`src/sv/mtfp_pkg.sv`:
```
// ----------------------------------------------------------------------------
// mtfp_pkg
// Types, constants and helper functions for the telemetry frame parser.
// ----------------------------------------------------------------------------
package mtfp_pkg;

    localparam logic [15:0] CRC_INIT          = 16'hFFFF;
    localparam logic [15:0] CRC_POLY          = 16'hA001;
    localparam logic [7:0]  FUNC_READ_HOLDING = 8'h03;
    localparam logic [7:0]  DATA_BYTE_COUNT   = 8'd32;
    localparam logic [3:0]  BCD_DIGIT_MAX     = 4'd9;

    // Byte positions within the frame.
    localparam logic [5:0] POS_SLAVE      = 6'd0;
    localparam logic [5:0] POS_FUNCTION   = 6'd1;
    localparam logic [5:0] POS_COUNT      = 6'd2;
    localparam logic [5:0] POS_DATA_FIRST = 6'd3;
    localparam logic [5:0] POS_DATA_LAST  = 6'd34;
    localparam logic [5:0] POS_BCD_FIRST  = 6'd15;
    localparam logic [5:0] POS_BCD_SPLIT  = 6'd21;
    localparam logic [5:0] POS_BCD_LAST   = 6'd26;
    localparam logic [5:0] POS_MIN_LAST   = 6'd36;
    localparam logic [5:0] POS_MAX        = 6'd63;

    // Data word indexes: words up to this one map straight to a slot,
    // words from the upper group are moved down past the BCD words.
    localparam logic [4:0] WORD_DIRECT_LAST = 5'd5;
    localparam logic [4:0] WORD_UPPER_FIRST = 5'd12;
    localparam logic [4:0] WORD_UPPER_SHIFT = 5'd6;

    localparam int WORD_SLOTS = 10;
    localparam int SLOT_W     = $clog2(WORD_SLOTS);
    localparam int TOTAL_W    = 40;

    typedef enum logic [2:0] {
        ST_OK        = 3'd0,
        ST_SHORT     = 3'd1,
        ST_BAD_FUNC  = 3'd2,
        ST_CRC_ERR   = 3'd3,
        ST_BAD_BCD   = 3'd4
    } t_parse_status;

    typedef struct packed {
        t_parse_status      parse_status;
        logic [7:0]         node_addr;
        logic [6:0]         status_bits;
        logic [15:0]        price_per_unit;
        logic [31:0]        delivery_quantity;
        logic [31:0]        delivery_amount;
        logic [TOTAL_W-1:0] quantity_total;
        logic [TOTAL_W-1:0] amount_total;
        logic [15:0]        line_pressure;
        logic [15:0]        flow_value;
        logic [15:0]        fault_flags;
        logic signed [15:0] ambient_temp;
    } t_result;

    // CRC-16/Modbus over one byte, reflected form.
    function automatic logic [15:0] crc16_byte(input logic [15:0] crc, input logic [7:0] b);
        logic [15:0] c;
        c = crc ^ {8'h00, b};
        for (int k = 0; k < 8; k++) begin
            c = c[0] ? ((c >> 1) ^ CRC_POLY) : (c >> 1);
        end
        return c;
    endfunction

    // Appends two BCD digits to a binary accumulator: acc * 100 + hi * 10 + lo,
    // wrapped to the accumulator width. The multiply is shifts and adds.
    function automatic logic [TOTAL_W-1:0] bcd_append(input logic [TOTAL_W-1:0] acc,
                                                       input logic [7:0] b);
        logic [7:0] digits;
        digits = ({4'd0, b[7:4]} << 3) + ({4'd0, b[7:4]} << 1) + {4'd0, b[3:0]};
        return {acc[TOTAL_W-7:0], 6'd0} + {acc[TOTAL_W-6:0], 5'd0}
             + {acc[TOTAL_W-3:0], 2'd0} + {{(TOTAL_W-8){1'b0}}, digits};
    endfunction

endpackage

```
`src/sv/modbus_telemetry_frame_parser.sv`:
```
// ----------------------------------------------------------------------------
// modbus_telemetry_frame_parser
// Parses a read-holding-registers response byte by byte and reports one
// decoded telemetry result per frame.
// ----------------------------------------------------------------------------
//  Channel   Direction  Handshake           Payload
//  input     in         i_valid / o_stall   i_data_byte, i_last_byte
//  result    out        o_valid / i_stall   o_parse_status ... o_ambient_temp
//
//  One byte is taken every cycle unless the input stalls; the CRC, capture
//  and BCD conversion all finish in the cycle the byte is transferred. The
//  result of a last byte is registered into the output slot, or into the
//  skid register behind it while the output is held by a stall. The skid
//  holds one more result, so the input stalls only when both are full.
//  Reset is synchronous, active low, and clears the frame state and both
//  output slots.
// ----------------------------------------------------------------------------
module modbus_telemetry_frame_parser
    import mtfp_pkg::*;
(
    input  logic               i_clk,
    input  logic               i_rst_n,
    input  logic               i_valid,
    output logic               o_stall,
    input  logic [7:0]         i_data_byte,
    input  logic               i_last_byte,
    output logic               o_valid,
    input  logic               i_stall,
    output logic [2:0]         o_parse_status,
    output logic [7:0]         o_node_addr,
    output logic [6:0]         o_status_bits,
    output logic [15:0]        o_price_per_unit,
    output logic [31:0]        o_delivery_quantity,
    output logic [31:0]        o_delivery_amount,
    output logic [39:0]        o_quantity_total,
    output logic [39:0]        o_amount_total,
    output logic [15:0]        o_line_pressure,
    output logic [15:0]        o_flow_value,
    output logic [15:0]        o_fault_flags,
    output logic signed [15:0] o_ambient_temp
);

    logic [5:0]         r_pos,      n_pos;
    logic [15:0]        r_crc,      n_crc;
    logic [7:0]         r_slave,    n_slave;
    logic [7:0]         r_function, n_function;
    logic [7:0]         r_count,    n_count;
    logic               r_bcd_fault, n_bcd_fault;
    logic [7:0]         r_pending,  n_pending;
    logic [15:0]        r_words [WORD_SLOTS];
    logic [15:0]        n_words [WORD_SLOTS];
    logic [TOTAL_W-1:0] r_qty_acc,  n_qty_acc;
    logic [TOTAL_W-1:0] r_amt_acc,  n_amt_acc;

    t_result r_out, r_skid, result;
    logic    r_out_valid, r_skid_valid;

    logic          accept;
    logic          produce;
    logic [15:0]   crc_next;
    logic [5:0]    data_idx;
    logic [4:0]    word_idx;
    logic [SLOT_W-1:0] slot;
    logic          slot_hit;
    logic [TOTAL_W-1:0] acc_sel;
    t_parse_status status;

    assign accept   = i_valid && !o_stall;
    assign produce  = accept && i_last_byte;
    assign crc_next = crc16_byte(r_crc, i_data_byte);
    assign data_idx = r_pos - POS_DATA_FIRST;
    assign word_idx = data_idx[5:1];
    assign acc_sel  = (r_pos >= POS_BCD_SPLIT) ? r_amt_acc : r_qty_acc;

    always_comb begin
        slot_hit = 1'b0;
        slot     = '0;
        if (word_idx <= WORD_DIRECT_LAST) begin
            slot_hit = 1'b1;
            slot     = word_idx[SLOT_W-1:0];
        end else if (word_idx >= WORD_UPPER_FIRST) begin
            slot_hit = 1'b1;
            slot     = SLOT_W'(word_idx - WORD_UPPER_SHIFT);
        end
    end

    // Next frame state for the byte on the input.
    always_comb begin
        n_pos       = r_pos;
        n_crc       = r_crc;
        n_slave     = r_slave;
        n_function  = r_function;
        n_count     = r_count;
        n_bcd_fault = r_bcd_fault;
        n_pending   = r_pending;
        n_words     = r_words;
        n_qty_acc   = r_qty_acc;
        n_amt_acc   = r_amt_acc;
        if (accept) begin
            if (i_last_byte) begin
                // The frame ends here; everything returns to its reset value.
                n_pos       = '0;
                n_crc       = CRC_INIT;
                n_slave     = '0;
                n_function  = '0;
                n_count     = '0;
                n_bcd_fault = 1'b0;
                n_pending   = '0;
                for (int i = 0; i < WORD_SLOTS; i++) begin
                    n_words[i] = '0;
                end
                n_qty_acc   = '0;
                n_amt_acc   = '0;
            end else begin
                n_crc = crc_next;
                if (r_pos != POS_MAX) begin
                    n_pos = r_pos + 6'd1;
                end
                if (r_pos == POS_SLAVE) begin
                    n_slave = i_data_byte;
                end else if (r_pos == POS_FUNCTION) begin
                    n_function = i_data_byte;
                end else if (r_pos == POS_COUNT) begin
                    n_count = i_data_byte;
                end else if (r_pos >= POS_BCD_FIRST && r_pos <= POS_BCD_LAST) begin
                    if (i_data_byte[7:4] > BCD_DIGIT_MAX
                            || i_data_byte[3:0] > BCD_DIGIT_MAX) begin
                        n_bcd_fault = 1'b1;
                    end
                    if (r_pos >= POS_BCD_SPLIT) begin
                        n_amt_acc = bcd_append(acc_sel, i_data_byte);
                    end else begin
                        n_qty_acc = bcd_append(acc_sel, i_data_byte);
                    end
                end else if (r_pos >= POS_DATA_FIRST && r_pos <= POS_DATA_LAST) begin
                    if (!data_idx[0]) begin
                        n_pending = i_data_byte;
                    end else if (slot_hit) begin
                        n_words[slot] = {r_pending, i_data_byte};
                    end
                end
            end
        end
    end

    // Result for a frame ending with the byte on the input. A passing frame is
    // at least 37 bytes long, so all data words are already captured here.
    always_comb begin
        if (r_pos < POS_MIN_LAST) begin
            status = ST_SHORT;
        end else if (r_function != FUNC_READ_HOLDING) begin
            status = ST_BAD_FUNC;
        end else if (r_count != DATA_BYTE_COUNT) begin
            status = ST_SHORT;
        end else if (crc_next != 16'h0000) begin
            status = ST_CRC_ERR;
        end else if (r_bcd_fault) begin
            status = ST_BAD_BCD;
        end else begin
            status = ST_OK;
        end

        result              = '0;
        result.parse_status = status;
        result.node_addr    = (r_pos == POS_SLAVE) ? i_data_byte : r_slave;
        if (status == ST_OK) begin
            result.status_bits       = r_words[0][6:0];
            result.price_per_unit    = r_words[1];
            result.delivery_quantity = {r_words[2], r_words[3]};
            result.delivery_amount   = {r_words[4], r_words[5]};
            result.quantity_total    = r_qty_acc;
            result.amount_total      = r_amt_acc;
            result.line_pressure     = r_words[6];
            result.flow_value        = r_words[7];
            result.fault_flags       = r_words[8];
            result.ambient_temp      = r_words[9];
        end
    end

    always_ff @(posedge i_clk) begin
        if (!i_rst_n) begin
            r_pos       <= '0;
            r_crc       <= CRC_INIT;
            r_slave     <= '0;
            r_function  <= '0;
            r_count     <= '0;
            r_bcd_fault <= 1'b0;
            r_pending   <= '0;
            for (int i = 0; i < WORD_SLOTS; i++) begin
                r_words[i] <= '0;
            end
            r_qty_acc   <= '0;
            r_amt_acc   <= '0;
        end else begin
            r_pos       <= n_pos;
            r_crc       <= n_crc;
            r_slave     <= n_slave;
            r_function  <= n_function;
            r_count     <= n_count;
            r_bcd_fault <= n_bcd_fault;
            r_pending   <= n_pending;
            r_words     <= n_words;
            r_qty_acc   <= n_qty_acc;
            r_amt_acc   <= n_amt_acc;
        end
    end

    // Output register with a skid slot. The skid fills only when a result is
    // produced while the output is held by a stall.
    always_ff @(posedge i_clk) begin
        if (!i_rst_n) begin
            r_out_valid  <= 1'b0;
            r_skid_valid <= 1'b0;
        end else if (r_skid_valid) begin
            if (!i_stall) begin
                r_skid_valid <= 1'b0;
            end
        end else if (!r_out_valid || !i_stall) begin
            r_out_valid <= produce;
        end else if (produce) begin
            r_skid_valid <= 1'b1;
        end
    end

    always_ff @(posedge i_clk) begin
        if (r_skid_valid) begin
            if (!i_stall) begin
                r_out <= r_skid;
            end
        end else if (!r_out_valid || !i_stall) begin
            if (produce) begin
                r_out <= result;
            end
        end else if (produce) begin
            r_skid <= result;
        end
    end

    assign o_stall             = r_skid_valid;
    assign o_valid             = r_out_valid;
    assign o_parse_status      = r_out.parse_status;
    assign o_node_addr         = r_out.node_addr;
    assign o_status_bits       = r_out.status_bits;
    assign o_price_per_unit    = r_out.price_per_unit;
    assign o_delivery_quantity = r_out.delivery_quantity;
    assign o_delivery_amount   = r_out.delivery_amount;
    assign o_quantity_total    = r_out.quantity_total;
    assign o_amount_total      = r_out.amount_total;
    assign o_line_pressure     = r_out.line_pressure;
    assign o_flow_value        = r_out.flow_value;
    assign o_fault_flags       = r_out.fault_flags;
    assign o_ambient_temp      = r_out.ambient_temp;

    a_skid_behind_out: assert property (@(posedge i_clk) disable iff (!i_rst_n)
        r_skid_valid |-> r_out_valid)
        else $error("skid slot holds a result while the output slot is empty");

    a_frame_restart: assert property (@(posedge i_clk) disable iff (!i_rst_n)
        produce |=> (r_pos == '0 && r_crc == CRC_INIT && !r_bcd_fault))
        else $error("frame state not cleared after the last byte");

    a_pos_advance: assert property (@(posedge i_clk) disable iff (!i_rst_n)
        (accept && !i_last_byte && r_pos != POS_MAX) |=> (r_pos == $past(r_pos) + 6'd1))
        else $error("byte position did not advance on a transfer");

    a_fail_zero_fields: assert property (@(posedge i_clk) disable iff (!i_rst_n)
        (o_valid && o_parse_status != ST_OK) |->
            (o_price_per_unit == '0 && o_quantity_total == '0 && o_ambient_temp == '0))
        else $error("failed frame reports nonzero data fields");

endmodule

```
`config.mk`:
```
export PLATFORM = sky130hd
export DESIGN_NAME = modbus_telemetry_frame_parser
export DESIGN_NICKNAME = d
export VERILOG_FILES = /design/src/sv/mtfp_pkg.sv /design/src/sv/modbus_telemetry_frame_parser.sv
export SDC_FILE = /design/constraint.sdc
export NUM_CORES = 1
export LEC_CHECK = 0
export ABC_AREA = 1
export BUFFER_PORTS_ARGS = -buffer_cell sky130_fd_sc_hd__buf_2
export CORE_UTILIZATION = 40
export CTS_CLUSTER_DIAMETER = 200
export DETAILED_ROUTE_END_ITERATION = 8
export PLACE_DENSITY = 0.58
export SYNTH_ARGS = -nofsm -noshare
export SYNTH_HDL_FRONTEND = slang
export SYNTH_SLANG_ARGS = --single-unit
```
`constraint.sdc`:
```
create_clock -name i_clk -period 24.9 [get_ports i_clk]
set_input_delay 2.49 -clock i_clk [delete_from_list [all_inputs] [get_ports i_clk]]
set_output_delay 2.49 -clock i_clk [all_outputs]
set_load 0.02 [all_outputs]
```
Word-level counts from Yosys, hierarchy flattened
Cells that the tools add are included. W data, S select, Z words.

Register bits: 781. Bits in latches: 0. Memory bits (writable): 0. ROM bits: 0. Memories kept: 0.

$add $sub $neg: 8. $mul: 0. Div/mod/pow operators: 0. Order comparisons: 12. Equal/unequal tests: 12. Shifts and indexed selects: 0. Muxes and demuxes: 75. Bitwise gates (word level): 12. Reduce and logical (&&, ||, !) cells: 35.

Operators with widths (number): $mux W160 (8); $mux W242 (4); $mux W40 (12); $mux W231 (1); $bwmux W160 (1); $mux W16 (10); $mux W8 (16); $add A40 B40 Y40 (2); $demux W16 S4 (1); $add A40 B8 Y40 (1); $mux W38 (1); $not A2 Y3 (8); $reduce_bool A2 Y1 (11); $reduce_and A6 Y1 (3); $reduce_bool A16 Y1 (1); $xor A16 B8 Y16 (1); $mux W3 (5); $ne A2 B2 Y1 const B (7); $mux W1 (12); $mux W6 (2); $reduce_and A3 Y1 (3); $add A7 B5 Y8 (1); $add A8 B4 Y8 (1); $gt A4 B4 Y1 const B (2); other kinds (30) (40).

Logic depth before layout (Yosys ltp)
Gate-level depths: netlist (run 1).

Word-level depth: 27. Depth in mapped cells: 27. Gate-level depth less buffers: 25.

Worst setup path before layout (run 1)
Ideal clock, no wire load.

Path type: input-to-reg. From: input i_stall. To: register r_out, in the netlist o_ambient_temp[0] (enable). Setup time: 1.179 ns. Arrival time: 19.320 ns. Setup slack: 4.401 ns. Stages: 1. Buffers on the path: 0. Cells stage by stage: o21ai_0.

Longest elaborated chain between the ends: 4.

Ends and longest elaborated chain: start: declaration (RTL line modbus_telemetry_frame_parser.sv:28) `input logic i_stall,`; $logic_not A1 Y1 (RTL line modbus_telemetry_frame_parser.sv:230) `end else if (!r_out_valid || !i_stall) begin`; $logic_or A1 B1 Y1 (RTL line modbus_telemetry_frame_parser.sv:230); $reduce_bool A2 Y1 (no source line); $reduce_and A3 Y1 (no source line) *; end signal: assignment (RTL line modbus_telemetry_frame_parser.sv:228) `r_out <= r_skid;`; end signal: assignment (RTL line modbus_telemetry_frame_parser.sv:232) `r_out <= result;`; end: declaration (RTL line modbus_telemetry_frame_parser.sv:55) `t_result r_out, r_skid, result;`.

Mark *: on every way between the ends. The rest lies on a longest branch, timed or not. A chain may end at the register's enable or synchronous reset.

==> metrics.md, run 1 <==
| Metric | Value |
|---|---|
| HPWL after DPL | 65000 µm |
| Commonest non-fill, non-tap cell in the layout | nand2_1 |
| Avg Cell Area, Syn | 9.03 µm² |
| Die Width | 302 µm |
| Slew @ Worst Pin | 1.68 ns |
| P_leak | 15.8 nW |
| Crit-path most repeated cell | nand2_1 |
| CP max FO | 85 |
| Final Setup Violations | 0 |
| Crit end category | register |
| Core ar. | 88800 µm² |
| Total number of vias | 28100 |
| Root buffer cell | clkbuf_16 |
| Clk_lat worst skew | 0.66 ns |
| RSZ-0062 raised after global routing | false |
| Routed Antenna Nets | 0 |
| Drt wl/cell | 19.4 µm |
| Netlist cell types | 44 |
| Pwr Density | 71.3 nW/µm² |
| Cts repair resizes | 0 |
| Die height | 302 µm |
| EDFF count, synth | 484 |
| Failing checks | design-rule violations, max-slew violations |
| Max incr delay on CP | 0.84 ns |
| Overflow after GRT | 0 |
| Part of the cycle the worst path needs | 0.299 |
| Max Cap Viol | 0 |
| Yosys reg bits | 772 |
| CTS Buf Count | 85 |
| I/O pin count | 257 |
| Hold Fails Final Rpt | 0 |
| Setup TNS | 0 ns |
| Power, Total | 2.91 mW |
| Total GRT Usage | 0.226 |
| Synth Cell Area | 36000 µm² |
| Largest net degree at the start of global routing | 207 |
| Sink Count | 772 |
| Critical path data arrival time | 7.91 ns |
| Hold Crit Class | register to register |
| Most frequent cells in the layout | nand2_1 (992), edfxtp_1 (484), inv_1 (414), nor2_1 (342), a21oi_1 (325) |
| Cell family with most CP delay | simple AND/OR/NAND/NOR gates |
| Crit start category | input port |
| Worst-path clk slew | 0.06 ns |
| Max Freq | 0.134 GHz |
| Final wirelength | 104000 µm |
| Syn. warnings | 0 |
| Area growth, synth to finish | 13.4% |
| Starting Density | 0.406 |
| Final Skew | 0.0222 ns |
| CP required | 25.38 ns |
| Syn nets | 4117 |
| Row cnt | 109 |
| WS Path Type | input port to register |
| Cells after Synth | 3985 |
| Gpl congestion | 0.896 |
| Max clock buf depth | 3 |
| Critical path buffer and inverter count | 5 |
| Outcome | finished, violations left |
| Most used DFF post-synth | edfxtp_1 |
| Slowest-stage cell, CP | a21oi_4 |
| Drt via density | 5.23 |
| Fraction of layout cells with a size suffix above 1 | 0.119 |
| DRC Markers | 20 |
| Cts hold-fix bufs | 0 |
| Nets | 4268 |
| Max-slew violations | 81 |
| # H-tree levels | 3 |
| Setup Fix Bufs, Post-CTS | 0 |
| IO buf count | 256 |
| Die area | 91200 µm² |
| FFs w/ async S/R, synth | 0 |
| Seq/Total Area, Yosys | 0.564 |
| CTS tree | yes |
| Slew HR | -0.121 |
| Peak VDD IR | 50.0 µV |
| First-pass GRT wire length | 160000 µm |
| Fillers | 8555 |
| Min cycle time layout | 7.44 ns |
| Router iterations before antenna repair | 7 |
| Initial DRC count | 2624 |
| Initial antenna violation count | 9 |
| Vias in the first global route | 26600 |
## area by class of cell
cell class	count	area [µm²]	share of cell area
clock buffer	117	2330	0.0570
clock inverter	41	485	0.0119
timing repair buffer	295	1600	0.0392
tap	1165	1460	0.0357
inverter	435	1650	0.0404
sequential	772	20300	0.497
multi-input combinational	2547	13000	0.319
antenna	1	2.50	0.0000613
## Yosys cell counts (10+ instances only)
library cell	count	share of area
nand3_1	190	0.026
buf_1	12	0.0013
a21oi_1	326	0.045
buf_6	22	0.0069
clkbuf_1	131	0.014
a31oi_1	13	0.0023
inv_2	17	0.0018
edfxtp_1	484	0.40
nor2_4	12	0.0038
o21ai_0	213	0.030
nor2_1	350	0.036
inv_1	414	0.043
dfxtp_1	288	0.16
nand2_1	994	0.10
nand4_1	235	0.041
buf_2	57	0.0079
fa_1	40	0.022
nand2_2	10	0.0017
ha_1	79	0.027
## cell families (layout without fill, tap and decap cells)
family                     count (synthesis)  in the layout  synth area share
xor gates and xnor gates                  14             14           0.00382
and+or+nand+nor                         1828           1828             0.221
buffers and inverters                    666            888            0.0770
muxes                                      1              1          0.000313
AOI/OAI and AO/OA                        585            585            0.0843
DFF                                      772            772             0.564
other                                      0              1                 0
adders and majority gates                119            119            0.0497
## state kept, by name, summed over array words and instances (netlist names), 32 cells and up
register / cells
o_quantity_total: 40
o_amount_total: 40
r_skid: 242
r_amt_acc: 40
o_delivery_amount: 32
o_delivery_quantity: 32
r_words: 151
r_qty_acc: 40
## where the power goes
group,switching (mW),internal (mW)
clock,0.528,0.742
combinational,0.174,0.0649
sequential,0.0178,1.38
## worst reg2reg max path, stage by stage, from the launching register on
cell,delay (ns)
dfxtp_4,0.52
inv_8,0.59
nand2_1,0.12
buf_4,0.27
nor2_1,0.51
clkinv_2,0.71
nor2_4,0.29
buf_4,0.70
buf_4,1.03
buf_4,0.95
## path summary, 6_finish.rpt
check	from	end	slack [ns]	depth (start not counted)
hold / removal	r_count[6]	r_count[6]	0.45	2
setup reg to reg	o_stall	r_skid[130]	18.77	9
hold reg to reg	r_count[6]	r_count[6]	0.45	2
setup / recovery	i_data_byte[5]	r_skid[95]	17.46	25
## routing by layer
metal,global-route usage,vias up,wire length [µm]
met5,0,-,91
met4,0.0599,14,2080
met3,0.0313,149,6020
met2,0.361,857,48500
met1,0.322,13400,47400
li1,-,13600,-
## through the flow
step | area, µm² | utilization | std cells | hold slack [ns] | setup slack [ns]
after floorplan | 36000 | - | 3985 | 0.429 | 4.40
after global placement | 38000 | 0.428 | 5214 | 0.440 | 17.01
after detailed placement | 38000 | 0.428 | 5214 | 0.444 | 16.89
after CTS | 40800 | 0.460 | 5372 | 0.453 | 17.55
after global routing | 40800 | 0.460 | 5373 | 0.479 | 17.02
final | 40800 | 0.460 | 5373 | 0.453 | 17.46
Note: power is estimated with default switching activity, not from simulation.
==> run 2: changes to the inputs <==
Clock period 24.9 ns to 6.85 ns, I/O delays scaled along.
==> run 2 against run 1 <==
- the flow finishes with violations (design-rule violations)
- first-iteration DRC count shrank 9.8%
- worst setup slack lost 16 ns
- hold slack lost 0.063 ns
- clock power grew to 3.6 times the previous value
- flip-flop and latch count is the same
- global-route usage shrank 0.51 points
- count of clock-buffer cells in the layout shrank 18
- register-to-register slack lost 17 ns
- routed wire length shrank 2.1%
- critical endpoint is now r_amt_acc[32]
- highest routed layer unchanged
==> metrics.md, run 2 (same netlist as run 1, synthesis figures left out) <==
| Metric | Value |
|---|---|
| Outcome | finished, violations left |
| Drt via density | 5.17 |
| Area growth, synth to finish | 13.6% |
| Clk_lat worst skew | 0.66 ns |
| Fin area | 40900 µm² |
| Die height | 302 µm |
| Overflow after GRT | 0 |
| Crit end category | register |
| Row cnt | 109 |
| # H-tree levels | 3 |
| Setup Fix Bufs, Post-CTS | 0 |
| Total number of vias | 27800 |
| Vias in the first global route | 26100 |
| Most frequent cells in the layout | nand2_1 (992), edfxtp_1 (484), inv_1 (413), nor2_1 (342), a21oi_1 (325) |
| Commonest non-fill, non-tap cell in the layout | nand2_1 |
| Initial antenna violation count | 9 |
| Final wirelength | 102000 µm |
| RSZ-0062 raised after global routing | false |
| Core ar. | 88800 µm² |
| Slowest-stage cell, CP | o21ai_0 |
| Router iterations before antenna repair | 7 |
| Routed Antenna Nets | 0 |
| Die area | 91200 µm² |
| Max Freq | 0.185 GHz |
| Part of the cycle the worst path needs | 0.789 |
| Cts repair resizes | 0 |
| Critical path data arrival time | 5.91 ns |
| Largest registers | r_skid: 242 flops, r_words: 151 flops |
| Final Skew | 0.0329 ns |
| Max incr delay on CP | 0.57 ns |
| Nets | 4271 |
| Root buffer cell | clkbuf_16 |
| DRC Markers | 44 |
| Initial DRC count | 2366 |
| First-pass GRT wire length | 156000 µm |
| Starting Density | 0.406 |
| Cts hold-fix bufs | 0 |
| CTS tree | yes |
| Failing checks | design-rule violations |
| Fraction of layout cells with a size suffix above 1 | 0.121 |
| Total GRT Usage | 0.221 |
| I/O pin count | 257 |
| Die Width | 302 µm |
| Final Setup Violations | 0 |
| Max-slew violations | 0 |
| Drt wl/cell | 18.9 µm |
| Slew HR | 0.245 |
| P_leak | 15.9 nW |
| HPWL after DPL | 64400 µm |
| IO buf count | 256 |
| Slew @ Worst Pin | 1.13 ns |
| CP required | 7.36 ns |
| Placed Instance Area | 38100 µm² |
| Hold Crit Class | input port to register |
| CTS Buf Count | 83 |
| Min cycle time layout | 5.40 ns |
| CP max FO | 49 |
| Worst-path clk slew | 0.06 ns |
| Sink Count | 772 |
| Peak VDD IR | 177 µV |
| Max clock buf depth | 3 |
| Crit path cell chain | inv_1 -> ha_1 -> nand2_1 -> nand3_1 -> nand2_2 -> buf_12 -> nand2_1 -> o21ai_0 -> inv_1 -> fa_1 -> ha_1 -> ha_1 -> nand2_1 -> o21ai_0 -> inv_1 -> o21ai_0 -> nand2_1 -> nand2_1 -> nand3_1 -> nand2_1 -> a21oi_1 -> o21ai_0 -> a21oi_1 |
| Largest net degree at the start of global routing | 132 |
| WS Path Type | register to register |
| Gpl congestion | 0.901 |
| Setup TNS | 0 ns |
| Crit-path most repeated cell | nand2_1 |
| Crit start category | register |
| Largest Register | r_skid |
| Hold Fails Final Rpt | 0 |
| Pwr Density | 256 nW/µm² |
| Max reg flops | 242 |
| Max Cap Viol | 0 |
run 2: final cells by class:
type | count | area, µm²
fillers | 8607 | 47900
flip-flops and latches | 772 | 20300
clock buffers | 99 | 2290
well taps | 1165 | 1460
inverters | 435 | 1650
repair buffers | 300 | 1710
clock inverters | 55 | 470
multi-input cells | 2547 | 13000
diodes | 2 | 5.00
run 2: worst paths after layout:
path	from	end	slack, ns	depth (start not counted)
min reg2reg	r_count[3]	r_count[3]	0.46	2
max reg2reg	r_pos[0]	r_amt_acc[32]	1.45	23
min	i_stall	o_stall	0.39	3
max	r_pos[0]	r_amt_acc[32]	1.45	23
run 2: worst max-delay path, delay by kind of cell, from the launching register on:
family / cells / cell delay, ns
AOI/OAI and AO/OA: 6 / 1.64
adders and majority gates: 4 / 1.38
and+or+nand+nor: 9 / 1.10
DFF: 1 / 0.47
buffers and inverters: 4 / 0.66
run 2: power breakdown:
part | switching [mW] | internal (mW)
combinational | 0.633 | 0.237
sequential | 0.0593 | 5.02
clock | 1.95 | 2.57
total | 2.64 | 7.83
run 2: routing by layer:
layer | GRT usage | wire, µm | vias to the layer above
met5 | 0 | 53 | -
met4 | 0.0590 | 2070 | 8
met3 | 0.0307 | 5490 | 136
met2 | 0.356 | 47600 | 790
met1 | 0.312 | 46600 | 13200
li1 | - | - | 13600
run 2: per-stage QoR:
| stage | total power, mW | setup slack (ns) | instances | util | hold slack [ns] |
|---|---|---|---|---|---|
| after detailed placement | 6.05 | 1.43 | 5219 | 0.429 | 0.448 |
| after CTS | 10.6 | 1.43 | 5373 | 0.461 | 0.348 |
| final | 10.5 | 1.45 | 5375 | 0.461 | 0.390 |
| after global placement | 6.05 | 1.35 | 5219 | 0.429 | 0.441 |
| after floorplan | 5.77 | 0.970 | 3985 | - | 0.429 |
| after global routing | 10.8 | 0.980 | 5374 | 0.461 | 0.383 |
